`src/hdl/nll_pkg.sv`:
```
`timescale 1ns / 1ps
// ----------------------------------------------------------------------------
// Nonlinear ladder lowpass package
// Shared widths, fixed-point constants, register codes and the handoff
// structure that links neighboring ladder cells.
// ----------------------------------------------------------------------------
package nll_pkg;

    // Default sample width on the stream ports.
    localparam int SAMPLE_BITS_DEF = 24;

    // Internal fixed point: stage states are Q1.22.
    localparam int FRAC       = 22;
    localparam int STAGE_W    = 24;
    localparam int NUM_STAGES = 4;

    // Drive term handed into a cell, Q.22 scale.
    localparam int DRIVE_W = 32;

    // Cubic soft clip: argument saturated to +-4, result width.
    localparam int ARG_W      = 26;
    localparam int CUBE_OUT_W = 30;
    localparam int CUBE_LAT   = 3;

    // Configuration register widths.
    localparam int GAIN_W    = 17;
    localparam int RES_W     = 16;
    localparam int DRV_AMT_W = 16;

    // Shifts of the two front products and of the stage step.
    localparam int PRE_SHIFT  = 12;
    localparam int GAIN_FRAC  = 16;
    localparam int DRIVE_BASE = 8192;

    // APB port.
    localparam int APB_ADDR_W = 4;
    localparam int APB_DATA_W = 32;

    // Register indexes, taken from paddr[3:2].
    localparam logic [1:0] REG_CUTOFF    = 2'd0;
    localparam logic [1:0] REG_RESONANCE = 2'd1;
    localparam logic [1:0] REG_DRIVE     = 2'd2;

    // Register reset values and step limits.
    localparam logic [GAIN_W-1:0]    CUTOFF_RESET    = 17'd4295;
    localparam logic [RES_W-1:0]     RESONANCE_RESET = 16'd8192;
    localparam logic [DRV_AMT_W-1:0] DRIVE_RESET     = 16'd4096;
    localparam logic [GAIN_W-1:0]    GAIN_MIN        = 17'd7;
    localparam logic [GAIN_W-1:0]    GAIN_MAX        = 17'd65536;

    // Stage state limits, +-1.0 in Q1.22.
    localparam logic signed [STAGE_W-1:0] STAGE_ONE     = 24'sd4194304;
    localparam logic signed [STAGE_W-1:0] STAGE_NEG_ONE = -24'sd4194304;

    // Handoff from one cell to the next: a start pulse and the drive term.
    typedef struct packed {
        logic                       go;
        logic signed [DRIVE_W-1:0]  drive;
    } nll_link_t;

endpackage

```
`src/hdl/nll_cubic.sv`:
```
`timescale 1ns / 1ps
// ----------------------------------------------------------------------------
// Cubic soft clip
// Three-stage pipeline computing (3a - a^3) / 2 on a Q.22 argument that is
// already saturated to +-4. Every right shift rounds half up.
// ----------------------------------------------------------------------------
module nll_cubic (
    input  logic                                   clk,
    input  logic signed [nll_pkg::ARG_W-1:0]       arg,
    output logic signed [nll_pkg::CUBE_OUT_W-1:0]  clip
);
    import nll_pkg::*;

    localparam int SQ_W = 2 * ARG_W;
    localparam int A2_W = ARG_W + 2;
    localparam int CB_W = A2_W + ARG_W;
    localparam int T_W  = CUBE_OUT_W + 1;

    localparam logic signed [SQ_W-1:0] SQ_HALF = SQ_W'(1) <<< (FRAC - 1);
    localparam logic signed [CB_W-1:0] CB_HALF = CB_W'(1) <<< (FRAC - 1);

    logic signed [SQ_W-1:0]       sq;
    logic signed [SQ_W-1:0]       sq_rnd;
    logic signed [SQ_W-1:0]       sq_shr;
    logic signed [CB_W-1:0]       cb;
    logic signed [CB_W-1:0]       cb_rnd;
    logic signed [CB_W-1:0]       cb_shr;
    logic signed [T_W-1:0]        t_arg;
    logic signed [T_W-1:0]        t_sum;
    logic signed [T_W-1:0]        t_rnd;
    logic signed [T_W-1:0]        t_shr;
    logic signed [A2_W-1:0]       a2_reg;
    logic signed [ARG_W-1:0]      arg1_reg;
    logic signed [CUBE_OUT_W-1:0] a3_reg;
    logic signed [ARG_W-1:0]      arg2_reg;
    logic signed [CUBE_OUT_W-1:0] clip_reg;

    // Stage one: square of the argument.
    assign sq     = arg * arg;
    assign sq_rnd = sq + SQ_HALF;
    assign sq_shr = sq_rnd >>> FRAC;

    // Stage two: cube from the registered square.
    assign cb     = a2_reg * arg1_reg;
    assign cb_rnd = cb + CB_HALF;
    assign cb_shr = cb_rnd >>> FRAC;

    // Stage three: 3a - a^3, halved.
    assign t_arg = T_W'(arg2_reg);
    assign t_sum = (t_arg <<< 1) + t_arg - T_W'(a3_reg);
    assign t_rnd = t_sum + T_W'(1);
    assign t_shr = t_rnd >>> 1;

    always_ff @(posedge clk)
    begin
        a2_reg   <= sq_shr[A2_W-1:0];
        arg1_reg <= arg;
        a3_reg   <= cb_shr[CUBE_OUT_W-1:0];
        arg2_reg <= arg1_reg;
        clip_reg <= t_shr[CUBE_OUT_W-1:0];
    end

    assign clip = clip_reg;

endmodule

```
`config.mk`:
```
export PLATFORM = sky130hd
export DESIGN_NAME = nll_cubic
export DESIGN_NICKNAME = d
export VERILOG_FILES = /design/src/hdl/nll_pkg.sv /design/src/hdl/nll_cubic.sv
export SDC_FILE = /design/constraint.sdc
export NUM_CORES = 2
export LEC_CHECK = 0
export BUFFER_PORTS_ARGS = -buffer_cell sky130_fd_sc_hd__buf_2
export CORE_MARGIN = 1.5
export CORE_UTILIZATION = 55
export DETAILED_ROUTE_END_ITERATION = 8
export PLACE_DENSITY = 0.76
export SYNTH_ARGS = -nofsm -noshare
export SYNTH_HDL_FRONTEND = slang
export SYNTH_SLANG_ARGS = --single-unit
```
`constraint.sdc`:
```
create_clock -name clk -period 16.9 [get_ports clk]
set_input_delay 1.69 -clock clk [delete_from_list [all_inputs] [get_ports clk]]
set_output_delay 1.69 -clock clk [all_outputs]
set_load 0.01 [all_outputs]
```
==> results.ini <==
[clock_tree]
maximum_clock_path_buffer_count=2
clkLatencyLatePin_ps=510
cts.root.buffer_cell=clkbuf_16
cts-buffers-inserted=17
clock-sinks=140
cts.repair_timing.setup_buffer_count=0
hold_buf_cts=0
clk_transition_reported_paths_ps=70
cts_tree=done
number_of_gates_resized_after_cts=0
htree_num_levels=4

[placed_design]
dp_slack_ps=7700
io_buffer_count=56
hpwlAfterDp_mm=90.9
finalWeightedCongestion=0.884

[floorplan]
initial_core_util=0.558
core-area_sq_um=90400
row_count=110
dieHeight_um=306
top_level_ports=57
die_width_um=306
dieArea_sq_um=93500

[grt]
globalRoute.totalOverflow=0
grt_first_pass_wirelength_mm=195
grt_util_all_layers=0.266
antenna_found_initial=2
grt_pass1_vias=38229
pin_count_of_the_biggest_net_entering_global_routing=51

[setup_path]
crit_top_cell=fa_1
critical-path-max-stage-delay_ps=540
timing.critical_path.from_type=input port
crit_arrival_ps=9080
worst-setup-path-type=input port to flop
worst_setup_path_end_kind=flop
timing.critical_path.max_delay_family=adder cells
critical_path_required_ps=17270
crit_path_max_fanout=26
worstPathBufferInverterCount=6
timing.critical_path.slowest_stage_cell=buf_2

[yosys]
synth_top_area_frac=0.559
top_post_synthesis_cells_by_area=fa_1 (56%), inv_1 (12%), ha_1 (7.9%)
mapped_area_sq_um=50400
netlist_instances=5251
synth-edff-count=0
yosys_register_bits=140
yosys_warnings=0
synth_nets=7005
synth_ff_type=dfxtp_1
synth-async-reset-ratio=0
proportion_of_synthesized_chip_area_in_sequential_cells=0.0556
syn_area_per_cell_sq_um=9.60
netlist.top_cell.by_area=fa_1
netlist-cell-type-count=65

[timing]
slew_headroom=0.359
layout_worst_path_cycle_share=0.515
setup_viol=0
fmax_mhz=115
tightestPinTransition_ps=958
postLayoutSetupSlackWorst_ps=8190
tns_setup_ps=0
slew_violations=0
timing.clock.skew_ps=30.4
final_hold_violations=0
rsz0062_at_grt=no
post-route-min-period_ps=8710

[routing]
drt-pass1-iter-count=5
ant_nets=0
route.detailed.drc=0
wl_per_cell_um=17.9
detail_route.iter0.violations=2009
post_drt_via_cell_ratio=5.23
wl_mm=114
num_vias=33406

[worst_hold_path]
hp-class=flop to flop

[finish]
area.growth.synth_to_final_pct=4.06
finalNetCount=6948
filler_cell_count_in_the_final_layout=7536
register_area_sq_um=2810
multiInputGateArea_sq_um=40900
drive_above_1_share=0.0332

[flow_run]
drv.max_cap_violation_count=0

[outcome]
status=finished clean

-- per-stage QoR --
stage | cell area [sq um] | std cells | utilization | hold WS (ps)
CTS | 52500 | 6383 | 0.580 | 600
finish | 52500 | 6385 | 0.580 | 598
global placement | 51900 | 6351 | 0.574 | 572
global route | 52500 | 6383 | 0.580 | 630
floorplan | 50400 | 5251 | - | 326
detailed placement | 51900 | 6351 | 0.574 | 588
-- synth_stat cells, types with 4 or more instances --
| master | number |
|---|---|
| ha_1 | 318 |
| buf_1 | 8 |
| nand2_1 | 612 |
| clkbuf_1 | 180 |
| a211o_1 | 4 |
| xor2_1 | 23 |
| nand4_1 | 8 |
| or2_2 | 7 |
| xnor2_1 | 102 |
| o21bai_1 | 8 |
| dfxtp_1 | 140 |
| o21a_1 | 15 |
| and2_1 | 436 |
| fa_1 | 1409 |
| inv_1 | 1595 |
| nor2b_1 | 31 |
| a31oi_1 | 14 |
| and4_1 | 4 |
| a211oi_1 | 10 |
| a21oi_1 | 55 |
| o211ai_1 | 4 |
| a21o_1 | 37 |
| nand3_1 | 11 |
| nand2b_1 | 26 |
| nor4_1 | 4 |
| o21ai_0 | 28 |
| nor2_1 | 79 |
| o31ai_1 | 4 |
| nor3_1 | 16 |
| and3_1 | 8 |
-- cells by family after synthesis --
| group | share of synthesized area |
|---|---|
| buf+inv | 0.133 |
| fa+ha+maj | 0.638 |
| simple gates | 0.121 |
| compound gates | 0.0301 |
| flops | 0.0556 |
| xor+xnor | 0.0217 |
| mux | 0.000199 |
-- per-layer routing --
layer / share of wire / routed length, um / vias to the layer above / GRT usage
met2: 0.50 / 57000 / 1218 / 0.460
met3: 0.068 / 7760 / 234 / 0.0388
met1: 0.40 / 46000 / 17312 / 0.346
met5: 0 / 0 / - / 0
met4: 0.032 / 3610 / 0 / 0.0875
li1: - / - / 14642 / -
-- path summary, 6_finish.rpt --
kind	start	end	slack [ps]	cells after the start
max	arg[2]	a2_reg[23]	8190	25
min	arg2_reg[1]	clip[0]	600	1
max reg2reg	arg1_reg[25]	a3_reg[27]	8290	23
min reg2reg	arg2_reg[1]	clip[0]	600	1
-- cells in the final DEF, fill, tap and decap left out, types with 10 or more instances in the layout --
cell type / n
a211oi_1: 10
a21o_1: 37
a21oi_1: 55
a31oi_1: 14
and2_1: 436
buf_2: 56
buf_4: 57
clkbuf_16: 17
dfxtp_1: 136
fa_1: 1409
ha_1: 318
inv_1: 1595
nand2_1: 612
nand2b_1: 26
nand3_1: 11
nor2_1: 79
nor2b_1: 31
nor3_1: 16
o21a_1: 15
o21ai_0: 28
xnor2_1: 102
xor2_1: 23
-- final cells by class --
cell class	count	area share
sequential	140	0.0535
tap	1176	0.0280
clock buffer	17	0.00811
antenna	2	0.0000954
timing repair buffer	113	0.0135
clock inverter	15	0.00277
inverter	1596	0.114
multi-input combinational	3326	0.780
Power is left out: the tool's default activity adds up to more than one toggle a clock period on the data nets, which glitch-free logic cannot reach.
